==> src/hdl/dism_pkg.sv <==
`default_nettype none

package dism_pkg;

  localparam int unsigned SECTOR_SHIFT = 8;
  localparam int unsigned SECTOR_BYTES = 256;

  localparam int unsigned IMAGE_W  = 24;
  localparam int unsigned SECT_W   = IMAGE_W - SECTOR_SHIFT;
  localparam int unsigned QUOT_W   = 13;
  localparam int unsigned IDX_W    = 14;
  localparam int unsigned OFFSET_W = 22;
  localparam int unsigned XFER_W   = 9;
  localparam int unsigned LTRACK_W = 11;
  localparam int unsigned LSECT_W  = 5;
  localparam int unsigned BUF_W    = 16;
  localparam int unsigned BYTE_W   = 8;
  localparam int unsigned STAT_W   = 2;
  localparam int unsigned CFG_IDX_W = 1;

  // Layout thresholds in sectors
  localparam logic [SECT_W-1:0] SECT_SS_SD = SECT_W'(40 * 10 * 1);
  localparam logic [SECT_W-1:0] SECT_SS_DD = SECT_W'(40 * 18 * 1);
  localparam logic [SECT_W-1:0] SECT_DS_SD = SECT_W'(40 * 10 * 2);

  localparam logic [QUOT_W-1:0] TRACK_LOW  = QUOT_W'(33);
  localparam logic [QUOT_W-1:0] TRACK_HIGH = QUOT_W'(95);

  // Reciprocals: s/10 = (s*RECIP_10)>>RECIP_SHIFT, s/18 = ((s>>1)*RECIP_9)>>RECIP_SHIFT
  localparam int unsigned RECIP_SHIFT = 19;
  localparam logic [15:0] RECIP_10    = 16'd52429;
  localparam logic [15:0] RECIP_9     = 16'd58255;

  localparam logic [BYTE_W-1:0] LAST_SECT_SD = BYTE_W'(9);
  localparam logic [BYTE_W-1:0] LAST_SECT_DD = BYTE_W'(17);

  localparam logic [STAT_W-1:0] ST_OK        = 2'd0;
  localparam logic [STAT_W-1:0] ST_UNRECOG   = 2'd1;
  localparam logic [STAT_W-1:0] ST_BUF_SMALL = 2'd2;
  localparam logic [STAT_W-1:0] ST_NOT_FOUND = 2'd3;

  localparam logic [CFG_IDX_W-1:0] REG_IMAGE_BYTES = 1'd0;
  localparam logic [CFG_IDX_W-1:0] REG_CHECK_DISK  = 1'd1;

  typedef struct packed {
    logic [BYTE_W-1:0] track;
    logic [BYTE_W-1:0] side;
    logic [BYTE_W-1:0] sector;
    logic              wr;
    logic [BUF_W-1:0]  buf_size;
  } req_t;

endpackage

`default_nettype wire

==> src/hdl/disk_image_sector_mapper.sv <==
`default_nettype none

// Channel   Handshake              Payload
// in        start / busy           in_track_number, in_side_number, in_sector_number,
//                                  in_is_write, in_buffer_size
// out       out_strobe (1 cycle)   out_status, out_byte_offset, out_transfer_length,
//                                  out_last_track, out_last_side, out_last_sector,
//                                  out_double_density
// cfg       cfg_valid / cfg_ready  cfg_index, cfg_data
//
// One beat per cycle; busy stays low.
// Each result passes the four register stages in order: layout, reciprocal multiply,
// geometry check and offset, result register.
// Synchronous active-low reset clears the config registers and the stage valid bits.
// The receiver cannot stall; results stream out in order.

module disk_image_sector_mapper (
  input  wire                                     clk,
  input  wire                                     rst_n,
  input  wire                                     start,
  output logic                                    busy,
  input  wire  [dism_pkg::BYTE_W-1:0]             in_track_number,
  input  wire  [dism_pkg::BYTE_W-1:0]             in_side_number,
  input  wire  [dism_pkg::BYTE_W-1:0]             in_sector_number,
  input  wire                                     in_is_write,
  input  wire  [dism_pkg::BUF_W-1:0]              in_buffer_size,
  output logic                                    out_strobe,
  output logic [dism_pkg::STAT_W-1:0]             out_status,
  output logic [dism_pkg::OFFSET_W-1:0]           out_byte_offset,
  output logic [dism_pkg::XFER_W-1:0]             out_transfer_length,
  output logic [dism_pkg::LTRACK_W-1:0]           out_last_track,
  output logic                                    out_last_side,
  output logic [dism_pkg::LSECT_W-1:0]            out_last_sector,
  output logic                                    out_double_density,
  input  wire                                     cfg_valid,
  output logic                                    cfg_ready,
  input  wire  [dism_pkg::CFG_IDX_W-1:0]          cfg_index,
  input  wire  [dism_pkg::IMAGE_W-1:0]            cfg_data
);
  import dism_pkg::*;

  logic [IMAGE_W-1:0] image_bytes_r;
  logic               check_disk_r;

  logic               s1_vld_r, s2_vld_r, s3_vld_r;
  req_t               s1_req_r, s2_req_r, s3_req_r;
  logic [SECT_W-1:0]  s1_sect_r, s2_sect_r;
  logic               s1_frac_ok_r, s2_frac_ok_r;
  logic               s1_mode_r, s2_mode_r;
  logic               s1_dd_r, s2_dd_r, s3_dd_r;
  logic               s1_ds_r, s2_ds_r, s3_ds_r;
  logic [QUOT_W-1:0]  s2_quot_r;
  logic               s3_media_ok_r;
  logic [QUOT_W-1:0]  s3_ltrack_r;
  logic [IDX_W-1:0]   s3_idx_r;

  logic               out_strobe_r;
  logic [STAT_W-1:0]  out_status_r;
  logic [OFFSET_W-1:0] out_offset_r;
  logic [XFER_W-1:0]  out_xfer_r;
  logic [LTRACK_W-1:0] out_ltrack_r;
  logic               out_lside_r;
  logic [LSECT_W-1:0] out_lsect_r;
  logic               out_dd_r;

  assign busy      = 1'b0;
  assign cfg_ready = 1'b1;

  always_ff @(posedge clk) begin
    if (!rst_n) begin
      image_bytes_r <= '0;
      check_disk_r  <= 1'b0;
    end else if (cfg_valid) begin
      unique case (cfg_index)
        REG_IMAGE_BYTES: image_bytes_r <= cfg_data;
        REG_CHECK_DISK:  check_disk_r  <= cfg_data[0];
        default: ;
      endcase
    end
  end

  // Stage 1: sector count and layout choice
  logic [SECT_W-1:0] sect_nxt;
  logic              dd_nxt, ds_nxt;
  req_t              req_nxt;

  always_comb begin
    sect_nxt = image_bytes_r[IMAGE_W-1:SECTOR_SHIFT];
    ds_nxt   = sect_nxt > SECT_SS_DD;
    dd_nxt   = ((sect_nxt > SECT_SS_SD) && !ds_nxt) || (sect_nxt > SECT_DS_SD);
    req_nxt.track    = in_track_number;
    req_nxt.side     = in_side_number;
    req_nxt.sector   = in_sector_number;
    req_nxt.wr       = in_is_write;
    req_nxt.buf_size = in_buffer_size;
  end

  always_ff @(posedge clk) begin
    if (!rst_n) begin
      s1_vld_r <= 1'b0;
    end else begin
      s1_vld_r <= start && !busy;
    end
    s1_req_r     <= req_nxt;
    s1_sect_r    <= sect_nxt;
    s1_frac_ok_r <= image_bytes_r[SECTOR_SHIFT-1:0] == '0;
    s1_mode_r    <= check_disk_r;
    s1_dd_r      <= dd_nxt;
    s1_ds_r      <= ds_nxt;
  end

  // Stage 2: sectors divided by sectors per track through a reciprocal
  logic [SECT_W-1:0]   num;
  logic [15:0]         recip;
  logic [2*SECT_W-1:0] prod;
  logic [QUOT_W-1:0]   quot_nxt;

  always_comb begin
    num      = s1_dd_r ? {1'b0, s1_sect_r[SECT_W-1:1]} : s1_sect_r;
    recip    = s1_dd_r ? RECIP_9 : RECIP_10;
    prod     = num * recip;
    quot_nxt = prod[RECIP_SHIFT +: QUOT_W];
  end

  always_ff @(posedge clk) begin
    if (!rst_n) begin
      s2_vld_r <= 1'b0;
    end else begin
      s2_vld_r <= s1_vld_r;
    end
    s2_req_r     <= s1_req_r;
    s2_sect_r    <= s1_sect_r;
    s2_frac_ok_r <= s1_frac_ok_r;
    s2_mode_r    <= s1_mode_r;
    s2_dd_r      <= s1_dd_r;
    s2_ds_r      <= s1_ds_r;
    s2_quot_r    <= quot_nxt;
  end

  // Stage 3: media checks, last track and linear sector index
  logic [SECT_W:0]   back;
  logic [QUOT_W-1:0] tracks;
  logic [QUOT_W-1:0] ltrack_nxt;
  logic              range_ok;
  logic              media_ok_nxt;
  logic [BYTE_W:0]   lin;
  logic [IDX_W-1:0]  idx_nxt;

  always_comb begin
    back = s2_dd_r ? ({s2_quot_r, 4'b0} + {3'b0, s2_quot_r, 1'b0})
                   : ({1'b0, s2_quot_r, 3'b0} + {3'b0, s2_quot_r, 1'b0});
    tracks     = s2_ds_r ? {1'b0, s2_quot_r[QUOT_W-1:1]} : s2_quot_r;
    ltrack_nxt = tracks - QUOT_W'(1);
    range_ok   = s2_mode_r || ((ltrack_nxt >= TRACK_LOW) && (ltrack_nxt <= TRACK_HIGH));
    media_ok_nxt = s2_frac_ok_r && (s2_sect_r != '0) && (back == {1'b0, s2_sect_r}) &&
                   (tracks != '0) && range_ok;
    lin = s2_ds_r ? {s2_req_r.track, s2_req_r.side[0]} : {1'b0, s2_req_r.track};
    idx_nxt = (s2_dd_r ? ({1'b0, lin, 4'b0} + {4'b0, lin, 1'b0})
                       : ({2'b0, lin, 3'b0} + {4'b0, lin, 1'b0}))
              + {{(IDX_W-BYTE_W){1'b0}}, s2_req_r.sector};
  end

  always_ff @(posedge clk) begin
    if (!rst_n) begin
      s3_vld_r <= 1'b0;
    end else begin
      s3_vld_r <= s2_vld_r;
    end
    s3_req_r      <= s2_req_r;
    s3_dd_r       <= s2_dd_r;
    s3_ds_r       <= s2_ds_r;
    s3_media_ok_r <= media_ok_nxt;
    s3_ltrack_r   <= ltrack_nxt;
    s3_idx_r      <= idx_nxt;
  end

  // Stage 4: access checks and result register
  logic [STAT_W-1:0]   status_nxt;
  logic [OFFSET_W-1:0] offset_nxt;
  logic [XFER_W-1:0]   xfer_nxt;
  logic [LTRACK_W-1:0] ltrack_out_nxt;
  logic                lside_nxt;
  logic [LSECT_W-1:0]  lsect_nxt;
  logic                dd_out_nxt;
  logic                buf_short;
  logic                miss;
  logic [XFER_W-1:0]   len;

  always_comb begin
    buf_short = s3_req_r.buf_size < BUF_W'(SECTOR_BYTES);
    miss = ({{(QUOT_W-BYTE_W){1'b0}}, s3_req_r.track} > s3_ltrack_r) ||
           (s3_ds_r ? (s3_req_r.side > BYTE_W'(1)) : (s3_req_r.side != '0)) ||
           (s3_req_r.sector > (s3_dd_r ? LAST_SECT_DD : LAST_SECT_SD));
    len = (s3_req_r.wr && buf_short) ? s3_req_r.buf_size[XFER_W-1:0]
                                     : XFER_W'(SECTOR_BYTES);
    status_nxt     = ST_OK;
    offset_nxt     = '0;
    xfer_nxt       = '0;
    ltrack_out_nxt = s3_ltrack_r[LTRACK_W-1:0];
    lside_nxt      = s3_ds_r;
    lsect_nxt      = s3_dd_r ? LAST_SECT_DD[LSECT_W-1:0] : LAST_SECT_SD[LSECT_W-1:0];
    dd_out_nxt     = s3_dd_r;
    if (!s3_media_ok_r) begin
      status_nxt     = ST_UNRECOG;
      ltrack_out_nxt = '0;
      lside_nxt      = 1'b0;
      lsect_nxt      = '0;
      dd_out_nxt     = 1'b0;
    end else if (!s3_req_r.wr && buf_short) begin
      status_nxt = ST_BUF_SMALL;
    end else if (miss) begin
      status_nxt = ST_NOT_FOUND;
    end else begin
      offset_nxt = {s3_idx_r, {SECTOR_SHIFT{1'b0}}};
      xfer_nxt   = len;
    end
  end

  always_ff @(posedge clk) begin
    if (!rst_n) begin
      out_strobe_r <= 1'b0;
    end else begin
      out_strobe_r <= s3_vld_r;
    end
    out_status_r <= status_nxt;
    out_offset_r <= offset_nxt;
    out_xfer_r   <= xfer_nxt;
    out_ltrack_r <= ltrack_out_nxt;
    out_lside_r  <= lside_nxt;
    out_lsect_r  <= lsect_nxt;
    out_dd_r     <= dd_out_nxt;
  end

  assign out_strobe          = out_strobe_r;
  assign out_status          = out_status_r;
  assign out_byte_offset     = out_offset_r;
  assign out_transfer_length = out_xfer_r;
  assign out_last_track      = out_ltrack_r;
  assign out_last_side       = out_lside_r;
  assign out_last_sector     = out_lsect_r;
  assign out_double_density  = out_dd_r;

`ifndef ASSERT_OFF
  a_latency: assert property (@(posedge clk) disable iff (!rst_n)
    out_strobe |-> $past(start, 4))
    else $error("result beat without a start four cycles earlier");

  a_unrecog_clear: assert property (@(posedge clk) disable iff (!rst_n)
    (out_strobe && out_status == ST_UNRECOG) |->
      (out_byte_offset == '0 && out_last_track == '0 && out_last_sector == '0))
    else $error("unrecognized media beat carries geometry");

  a_fail_no_xfer: assert property (@(posedge clk) disable iff (!rst_n)
    (out_strobe && out_status != ST_OK) |-> out_transfer_length == '0)
    else $error("failed access reports a transfer length");

  a_geom_pair: assert property (@(posedge clk) disable iff (!rst_n)
    (out_strobe && out_status != ST_UNRECOG) |->
      ((out_double_density && out_last_sector == 5'd17) ||
       (!out_double_density && out_last_sector == 5'd9)))
    else $error("last sector disagrees with density");
`endif

endmodule

`default_nettype wire

==> config.mk <==
export PLATFORM = sky130hd
export DESIGN_NAME = disk_image_sector_mapper
export DESIGN_NICKNAME = d
export VERILOG_FILES = /design/src/hdl/dism_pkg.sv /design/src/hdl/disk_image_sector_mapper.sv
export SDC_FILE = /design/constraint.sdc
export NUM_CORES = 1
export LEC_CHECK = 0
export BUFFER_PORTS_ARGS = -buffer_cell sky130_fd_sc_hd__buf_2
export CAP_MARGIN = 15
export CORE_MARGIN = 2
export CORE_UTILIZATION = 65
export CTS_BUF_LIST = sky130_fd_sc_hd__clkbuf_2 sky130_fd_sc_hd__clkbuf_4 sky130_fd_sc_hd__clkbuf_8
export DETAILED_ROUTE_END_ITERATION = 8
export PLACE_DENSITY = 0.85
export REMOVE_ABC_BUFFERS = 1
export SYNTH_ARGS = -nofsm -noshare
export SYNTH_HDL_FRONTEND = slang
export SYNTH_SLANG_ARGS = --single-unit
==> constraint.sdc <==
create_clock -name clk -period 12.38 [get_ports clk]
set_input_delay 1.857 -clock clk [delete_from_list [all_inputs] [get_ports clk]]
set_output_delay 1.857 -clock clk [all_outputs]
set_load 0.01 [all_outputs]
==> metrics.md, run 1 <==
| Metric | Value |
|---|---|
| Congestion Overflow GR | `0` |
| Number of enable flip-flop cells after synthesis | `0` |
| Net switching power | `0.00120 W` |
| Yosys warnings | `0` |
| Core area | `24200 um^2` |
| # port buffers | `111` |
| Crit path max fanout | `38` |
| Final clock skew | `0.0413 ns` |
| Most common library cell in the layout ignoring fill and taps | `dfxtp_1` |
| Die X | `161 um` |
| Filler cell count | `1732` |
| Area after DPL | `16800 um^2` |
| Worst Path Arrival | `7.64 ns` |
| CTS tree | `built` |
| Largest net degree at the start of global routing | `45` |
| CTS Root Cell | `clkbuf_8` |
| Combinational power share | `0.422` |
| Sequential power share | `0.339` |
| Post-CTS Setup Bufs | `0` |
| Final Hold Viols | `0` |
| Layout Nets | `2084` |
| CTS H-tree depth | `2` |
| Routed WL per cell | `17.0 um` |
| Finished Cell Area | `17700 um^2` |
| TritonCTS buffer count | `40` |
| Share of cells above drive strength 1 | `0.126` |
| First-pass GRT wire length | `57000 um` |
| Main synth FF type | `dfxtp_1` |
| DRT antenna net count | `0` |
| # hold bufs at CTS | `0` |
| Sequential share of the synthesized area | `0.343` |
| Crit end category | `register` |
| Pwr Density | `180 nW/um^2` |
| Max-Cap Viols | `0` |
| Critical path type | `reg -> reg` |
| Clock power frac | `0.239` |
| Slew headroom | `0.431` |
| Global Route Usage Sum | `0.275` |
| Layout Area Growth over Synthesis | `10.4%` |
| Antenna Cells | `0` |
| Switch share | `0.377` |
| Max rail drop VDD | `0.0976 mV` |
| Worst skew pair latency | `0.55 ns` |
| P_leak | `8.90 nW` |
| # IOs | `124` |
| Flops & latches, synth | `274` |
| Initial core utilization | `0.660` |
| Post-place setup slack | `5.22 ns` |
| Startpoint types | `register` |
| RSZ-0062 raised after global routing | `false` |
| Longest Clk Path Bufs | `3` |
| Site Rows | `57` |
| Setup TNS | `0 ns` |
| Syn_area_per_cell | `10.1 um^2` |
| Clk slew on worst S/H paths | `0.06 ns` |
| Setup Viol. Count Final | `0` |
| DR iter-0 viols | `677` |
| Synth cell types | `82` |
| GPL Wtd Cong | `0.989` |
| CP Data Required Time | `12.84 ns` |
| Final worst path period share | `0.580` |
| Die Ht | `161 um` |
| Internal power | `0.00198 W` |
| Final worst slack | `5.20 ns` |
| Minimum clock period | `7.18 ns` |
| Initial antenna violation count | `0` |
| Mapped cell area | `16000 um^2` |
| Cell count after synthesis | `1578` |
| Hold Path Class | `reg -> reg` |
| Most frequent cells in the layout | `dfxtp_1, inv_1, ha_1` |
| Clock sinks | `274` |
| F_max | `139 MHz` |
| Post-DR vias/cell | `5.54` |
| Synth async-reset ratio | `0` |
| Worst-Margin Slew | `0.853 ns` |
| Vias in the first global route | `11581` |
| Cts repair resizes | `0` |
| Drt pass-1 iters | `5` |
| Post-detail-place hpwl | `28000 um` |
| Die area | `25900 um^2` |
| Vias | `11364` |
| Fin. max-slew vios | `0` |
| Status | `complete, no violations` |
| # DRC | `0` |
| Post-Route WL | `34900 um` |
==> cells by family after synthesis <==
| logic type | Yosys count | share of synthesized area |
|---|---|---|
| flip-flops | 274 | 0.343 |
| XOR/XNOR | 63 | 0.0345 |
| AND/OR/NAND/NOR | 350 | 0.113 |
| other | 2 | 0.000469 |
| AO/OA/AOI/OAI | 254 | 0.109 |
| adder cells (fa/ha/maj) | 314 | 0.307 |
| buffers and inverters | 296 | 0.0741 |
| multiplexers | 25 | 0.0180 |
==> worst paths after layout <==
check                                  start            end  slack [ns]  depth (start not counted)
worst max-delay path                 s1_dd_r  s2_quot_r[12]        5.20                         23
worst min-delay path            s1_req_r[31]   s2_req_r[31]        0.32                          0
worst max register to register       s1_dd_r  s2_quot_r[12]        5.20                         23
worst min register to register  s1_req_r[31]   s2_req_r[31]        0.32                          0
==> power by group through the flow <==
| stage | Clock [W] | Sequential (W) | Combinational (W) |
|---|---|---|---|
| after global routing | 0.000814 | 0.00109 | 0.00151 |
| after floorplan | 0 | 0.00107 | 0.00101 |
| after global placement | 0 | 0.00109 | 0.00125 |
| after CTS | 0.000772 | 0.00108 | 0.00133 |
| after detailed placement | 0 | 0.00109 | 0.00132 |
| final | 0.000758 | 0.00108 | 0.00134 |
==> synthesized netlist by cell type, drive strengths merged, types with 11 or more instances <==
master	count	area (um^2)
fa	132	2640
nand2	92	345
nor4	13	87.6
a21o	18	135
a21boi	31	233
and2	45	282
buf	20	150
dfxtp	274	5490
xor2	23	201
o21a	15	113
nor3	20	100
inv	247	927
nor2	63	239
xnor2	40	350
ha	182	2280
o21ai	45	225
nand4	11	81.3
nand2b	13	81.3
a211oi	14	110
mux2i	18	209
nor2b	30	190
nand3	20	100
and3	12	75.1
clkbuf	29	109
a21oi	49	245
==> per-layer routing <==
metal  vias up  global-route usage  wire (um)
met4         0              0.0576        608
li1       5448                   -          -
met1      5436               0.371      15100
met2       427               0.469      16600
met3        53              0.0462       2570
met5         -                   0          0
==> registers in the layout, indices dropped and copies added, names as in the netlist, 2 cells and up <==
signal	count
s2_quot_r	13
s3_req_r	40
s3_ltrack_r	13
s3_idx_r	14
s1_req_r	41
image_bytes_r	24
out_transfer_length	9
s2_sect_r	16
s1_sect_r	16
out_last_track	11
out_byte_offset	14
out_last_sector	3
s2_req_r	41
out_status	2
==> layout make-up <==
cell class | instances | area (um^2) | area share
inverter | 247 | 927 | 0.0525
timing repair buffer | 116 | 593 | 0.0336
tap | 324 | 405 | 0.0230
sequential | 274 | 5490 | 0.311
clock buffer | 60 | 751 | 0.0425
multi-input combinational | 1021 | 9390 | 0.531
clock inverter | 9 | 113 | 0.00638
==> stage by stage <==
step / hold slack (ns) / util / std cells / power [W]
2_1_floorplan: 0.310 / - / 1542 / 0.00208
3_3_place_gp: 0.310 / 0.693 / 1982 / 0.00234
3_5_place_dp: 0.312 / 0.693 / 1982 / 0.00241
4_1_cts: 0.326 / 0.728 / 2051 / 0.00318
5_1_grt: 0.329 / 0.728 / 2051 / 0.00341
6_report: 0.325 / 0.728 / 2051 / 0.00318
==> worst max-delay path, stage by stage, from the launching register on <==
cell	delay (ns)
dfxtp_1	0.30
buf_4	0.22
nand2_1	0.18
inv_1	0.09
or2_2	0.34
fa_1	0.57
inv_1	0.07
fa_1	0.54
inv_1	0.06
fa_1	0.51
fa_1	0.52
fa_1	0.56
inv_1	0.06
fa_1	0.53
inv_1	0.04
ha_1	0.32
a2111o_1	0.43
a221oi_1	0.37
a21boi_1	0.17
nor2_1	0.22
a21oi_1	0.20
a41o_1	0.31
a221o_1	0.33
a22oi_1	0.17
No activity file was read; power rests on OpenSTA's default activity.
==> run 2, diff against run 1 <==
CORE_UTILIZATION = 57   (was 65)
PLACE_DENSITY = 0.79   (was 0.85)
clock period = 5.83 ns   (was 12.38 ns; I/O delays follow)
==> run 2 against run 1 <==
Effect of this change:
- the run now ends with negative setup slack left
- critical path depth decreased by 2
- routed wire length is 6.4% higher
- largest cell class unchanged
- first-iteration DRC count grew 5.6%
- count of clock-buffer cells in the layout grew 3
- register-to-register slack worse by 5.6 ns
- power rose by 130%
==> metrics.md, run 2 (same netlist as run 1, synthesis figures left out) <==
| Metric | Value |
|---|---|
| Vias in the first global route | `12034` |
| CP Data Required Time | `6.31 ns` |
| Status | `finished, violations left` |
| RSZ-0062 raised after global routing | `true` |
| # port buffers | `111` |
| GR peak layer | `met2` |
| Longest Clk Path Bufs | `3` |
| Global Route Usage Sum | `0.253` |
| Top cell by count, worst path | `fa_1` |
| Setup Viol. Count Final | `10` |
| Post-detail-place hpwl | `28800 um` |
| # DRC | `0` |
| Net switching power | `0.00269 W` |
| Worst-Margin Slew | `0.860 ns` |
| Clk slew on worst S/H paths | `0.07 ns` |
| P_leak | `9.71 nW` |
| Minimum clock period | `6.26 ns` |
| Worst Path Arrival | `6.74 ns` |
| # hold bufs at CTS | `0` |
| DR iter-0 viols | `715` |
| Die X | `172 um` |
| Pwr Density | `372 nW/um^2` |
| Largest net degree at the start of global routing | `44` |
| CTS H-tree depth | `2` |
| Die area | `29400 um^2` |
| Layout Area Growth over Synthesis | `20.9%` |
| Crit end category | `register` |
| Post-Route WL | `37100 um` |
| Dpl cells | `2159` |
| Final std cells w/o fill | `2257` |
| TritonCTS buffer count | `41` |
| Routed WL per cell | `16.4 um` |
| Antenna Cells | `0` |
| Post-place setup slack | `-0.865 ns` |
| Largest stage delay on the critical path | `0.54 ns` |
| Congestion Overflow GR | `0` |
| DRT antenna net count | `0` |
| Slew headroom | `0.427` |
| Clock power frac | `0.228` |
| F_max | `160 MHz` |
| CTS tree | `built` |
| Layout Nets | `2233` |
| Combinational power share | `0.454` |
| Top delay family on crit path | `adder cells` |
| Initial core utilization | `0.578` |
| Grt met1 use | `0.318` |
| Worst skew pair latency | `0.55 ns` |
| First-pass GRT wire length | `58700 um` |
| Most common library cell in the layout ignoring fill and taps | `dfxtp_1` |
| Startpoint types | `register` |
| Final Hold Viols | `0` |
| Top Registers | `s1_req_r x41, s2_req_r x41, s3_req_r x40` |
| Site Rows | `61` |
| Setup TNS | `-3.40 ns` |
| Switch share | `0.375` |
| Worst path slowest cell | `fa_1` |
| M3 GR Usage | `0.0451` |
| Max rail drop VDD | `0.192 mV` |
| Initial antenna violation count | `0` |
| Critical path type | `reg -> reg` |
| Die Ht | `172 um` |
| CTS Root Cell | `clkbuf_8` |
| Buf/Inv on CP | `4` |
| Finished Core Util | `0.698` |
| Internal power | `0.00449 W` |
| Hold Path Class | `reg -> reg` |
| Core area | `27700 um^2` |
| Post-DR vias/cell | `5.26` |
| Fin. max-slew vios | `0` |
| Final clock skew | `0.0314 ns` |
| Power Total | `0.00719 W` |
| Met2 usage | `0.443` |
| # IOs | `124` |
| Failing checks | `negative setup slack` |
| Share of cells above drive strength 1 | `0.237` |
| Drt pass-1 iters | `6` |
| CP Cell Sequence | `buf_12, buf_16, and2_1, or2_4, fa_1, fa_1, fa_1, fa_1, fa_1, inv_1, fa_1, inv_1, ha_4, a2111o_1, a221oi_4, a21boi_4, nor2_4, a21oi_2, a41o_1, a221o_1, a22oi_1` |
| Crit path max fanout | `5` |
| Most frequent cells in the layout | `dfxtp_1, inv_1, ha_1` |
| GPL Wtd Cong | `1.00` |
| Final worst path period share | `1.07` |
| Final worst slack | `-0.428 ns` |
| Vias | `11880` |
| Clock sinks | `274` |
| Max-Cap Viols | `0` |
| Sequential power share | `0.318` |
## run 2: power groups by stage
| stage | sequential (W) | clock [W] | combinational [W] |
|---|---|---|---|
| final | 0.00229 | 0.00164 | 0.00326 |
| after global routing | 0.00231 | 0.00176 | 0.00364 |
| after CTS | 0.00228 | 0.00167 | 0.00315 |
| after detailed placement | 0.00232 | 0 | 0.00296 |
| after global placement | 0.00231 | 0 | 0.00284 |
| after floorplan | 0.00227 | 0 | 0.00215 |
## run 2: area by class of cell
cell class,instances,area [um^2]
Timing Repair Buffer,264,1790
Tap cell,378,473
Inverter,247,930
Multi-Input combinational cell,1021,9770
Sequential cell,274,5490
Fill cell,1980,8360
Clock buffer,63,798
Clock inverter,10,88.8
## run 2: routing by layer
layer | vias to the layer above | part of all wire
met3 | 85 | 0.064
li1 | 5767 | -
met4 | 0 | 0.028
met1 | 5663 | 0.42
met2 | 365 | 0.49
met5 | - | 0
## run 2: path summary, 6_finish.rpt
kind	startpoint	slack (ns)	endpoint	cells after the start
setup / recovery	s1_dd_r	-0.43	s2_quot_r[12]	21
hold / removal	s1_req_r[39]	0.32	s2_req_r[39]	0
setup reg to reg	s1_dd_r	-0.43	s2_quot_r[12]	21
hold reg to reg	s1_req_r[39]	0.32	s2_req_r[39]	0
## run 2: stage by stage
stage,area [um^2],hold slack [ns]
floorplan,15800,0.310
global route,19300,0.308
detailed placement,17800,0.312
CTS,19100,0.321
global placement,17800,0.310
finish,19300,0.318
## run 2: timing repair
action | in CTS | in global routing
cloned | 1 | 0
pin swaps | 80 | 25
endpoints found under the setup margin | 13 | 13
resized for setup | 84 | 37
buffers inserted | 18 | 8
==> run 3, diff against run 2 <==
CORE_UTILIZATION = 40   (was 57)
PLACE_DENSITY = not set   (was 0.79)
==> run 3 against run 2 <==
Effect of this change:
- the run still ends with negative setup slack left
- sequential share of layout area down 0.28 points
- sequential power about the same
- utilization down 21 points
- via count down 1.9%
- sequential cell count unchanged
- power down 0.92%
- non-clock buffer count up 4
- count of clock-buffer cells in the layout up 1
- clock power about the same
- critical path depth up 4
- largest power group unchanged
- highest routed layer unchanged
==> metrics.md, run 3 (same netlist as run 1, synthesis figures left out) <==
| Metric | Value |
|---|---|
| Status | `finished, violations left` |
| Failing checks | `negative setup slack` |
| Core area | `39600 um^2` |
| Setup TNS | `-2.65 ns` |
| Vias | `11653` |
| Layout Nets | `2240` |
| Clk slew on worst S/H paths | `0.07 ns` |
| DRT antenna net count | `0` |
| Final worst path period share | `1.07` |
| Final Hold Viols | `0` |
| CTS tree | `built` |
| Critical path type | `reg -> reg` |
| Pwr Density | `365 nW/um^2` |
| First-pass GRT wire length | `62800 um` |
| Top cell by count, worst path | `fa_1` |
| Fin. max-slew vios | `0` |
| Final worst slack | `-0.406 ns` |
| Worst path slowest cell | `fa_1` |
| Final hold slack | `0.320 ns` |
| Worst skew pair latency | `0.59 ns` |
| CTS H-tree depth | `2` |
| Antenna Cells | `0` |
| Finished Core Util | `0.493` |
| # port buffers | `111` |
| Vias in the first global route | `12289` |
| Max rail drop VDD | `0.148 mV` |
| Global Route Usage Sum | `0.192` |
| Multi-input logic area | `9740 um^2` |
| Startpoint types | `register` |
| Crit path max fanout | `7` |
| Congestion Overflow GR | `0` |
| Most frequent cells in the layout | `dfxtp_1, inv_1, ha_1` |
| Worst Path Arrival | `6.75 ns` |
| Crit end category | `register` |
| Max-Cap Viols | `0` |
| F_max | `160 MHz` |
| Clock sinks | `274` |
| CTS Root Cell | `clkbuf_8` |
| Seq. cell area | `5490 um^2` |
| Die area | `41600 um^2` |
| # IOs | `124` |
| Minimum clock period | `6.24 ns` |
| TritonCTS buffer count | `44` |
| Layout Area Growth over Synthesis | `22.0%` |
| Die X | `204 um` |
| Slew headroom | `0.351` |
| Routed WL per cell | `15.9 um` |
| P_leak | `9.74 nW` |
| Largest net degree at the start of global routing | `45` |
| CP Data Required Time | `6.34 ns` |
| Switch share | `0.378` |
| Initial core utilization | `0.404` |
| Hold Path Class | `reg -> reg` |
| Filler cell count | `3748` |
| Setup Viol. Count Final | `11` |
| Drt pass-1 iters | `5` |
| Site Rows | `73` |
| Top Registers | `s1_req_r x41, s2_req_r x41, s3_req_r x40` |
| Post-Route WL | `38300 um` |
| Worst-Margin Slew | `0.974 ns` |
| RSZ-0062 raised after global routing | `true` |
| Most common library cell in the layout ignoring fill and taps | `dfxtp_1` |
| Combinational power share | `0.446` |
| Largest stage delay on the critical path | `0.55 ns` |
| Internal power | `0.00443 W` |
| Initial antenna violation count | `0` |
| # DRC | `0` |
| Post-DR vias/cell | `4.83` |
| Post-detail-place hpwl | `30900 um` |
| Buf/Inv on CP | `7` |
| DR iter-0 viols | `395` |
| Longest Clk Path Bufs | `3` |
| Sequential power share | `0.325` |
| Top delay family on crit path | `adder cells` |
| Share of cells above drive strength 1 | `0.244` |
| Die Ht | `204 um` |
| Clock power frac | `0.229` |
| GPL Wtd Cong | `0.925` |
| Final clock skew | `0.0190 ns` |
| Net switching power | `0.00269 W` |
run 3: layout make-up:
| type | count | area share |
|---|---|---|
| clock buffer | 64 | 0.0409 |
| clock inverter | 15 | 0.00493 |
| inverter | 247 | 0.0476 |
| multi-input combinational | 1021 | 0.499 |
| sequential | 274 | 0.281 |
| tap | 525 | 0.0336 |
| timing repair buffer | 268 | 0.0931 |
run 3: worst paths after layout:
kind	endpoint	start	cells past startpoint	slack [ns]
setup / recovery	s2_quot_r[12]	s1_dd_r	25	-0.41
setup reg to reg	s2_quot_r[12]	s1_dd_r	25	-0.41
hold reg to reg	s3_req_r[14]	s2_req_r[14]	0	0.32
hold / removal	s3_req_r[14]	s2_req_r[14]	0	0.32
run 3: per-layer routing:
metal / global-route usage / wire, um
met1: 0.238 / 16800
met2: 0.334 / 18500
met3: 0.0383 / 2080
met4: 0.0598 / 939
met5: 0 / 0
run 3: power groups by stage:
stage | combinational [W] | sequential, W | clock, W
after CTS | 0.00314 | 0.00232 | 0.00169
after global placement | 0.00288 | 0.00236 | 0
final | 0.00317 | 0.00232 | 0.00163
after global routing | 0.00359 | 0.00234 | 0.00178
after floorplan | 0.00215 | 0.00227 | 0
after detailed placement | 0.00294 | 0.00236 | 0
run 3: what timing repair did:
item | CTS | global route
hold buffers | 0 | 0
gates resized for setup | 92 | 16
gates cloned | 2 | 0
endpoints found under the setup margin | 13 | 12
buffers inserted | 17 | 5
pin swaps | 76 | 22
run 3: through the flow:
| step | setup WS [ns] | std cells | cell area (um^2) | total power, W |
|---|---|---|---|---|
| floorplan | -1.13 | 1542 | 15800 | 0.00441 |
| global placement | -0.702 | 2312 | 18000 | 0.00523 |
| detailed placement | -0.809 | 2312 | 18000 | 0.00529 |
| CTS | -0.339 | 2409 | 19400 | 0.00715 |
| global route | -0.622 | 2414 | 19500 | 0.00772 |
| finish | -0.406 | 2414 | 19500 | 0.00712 |
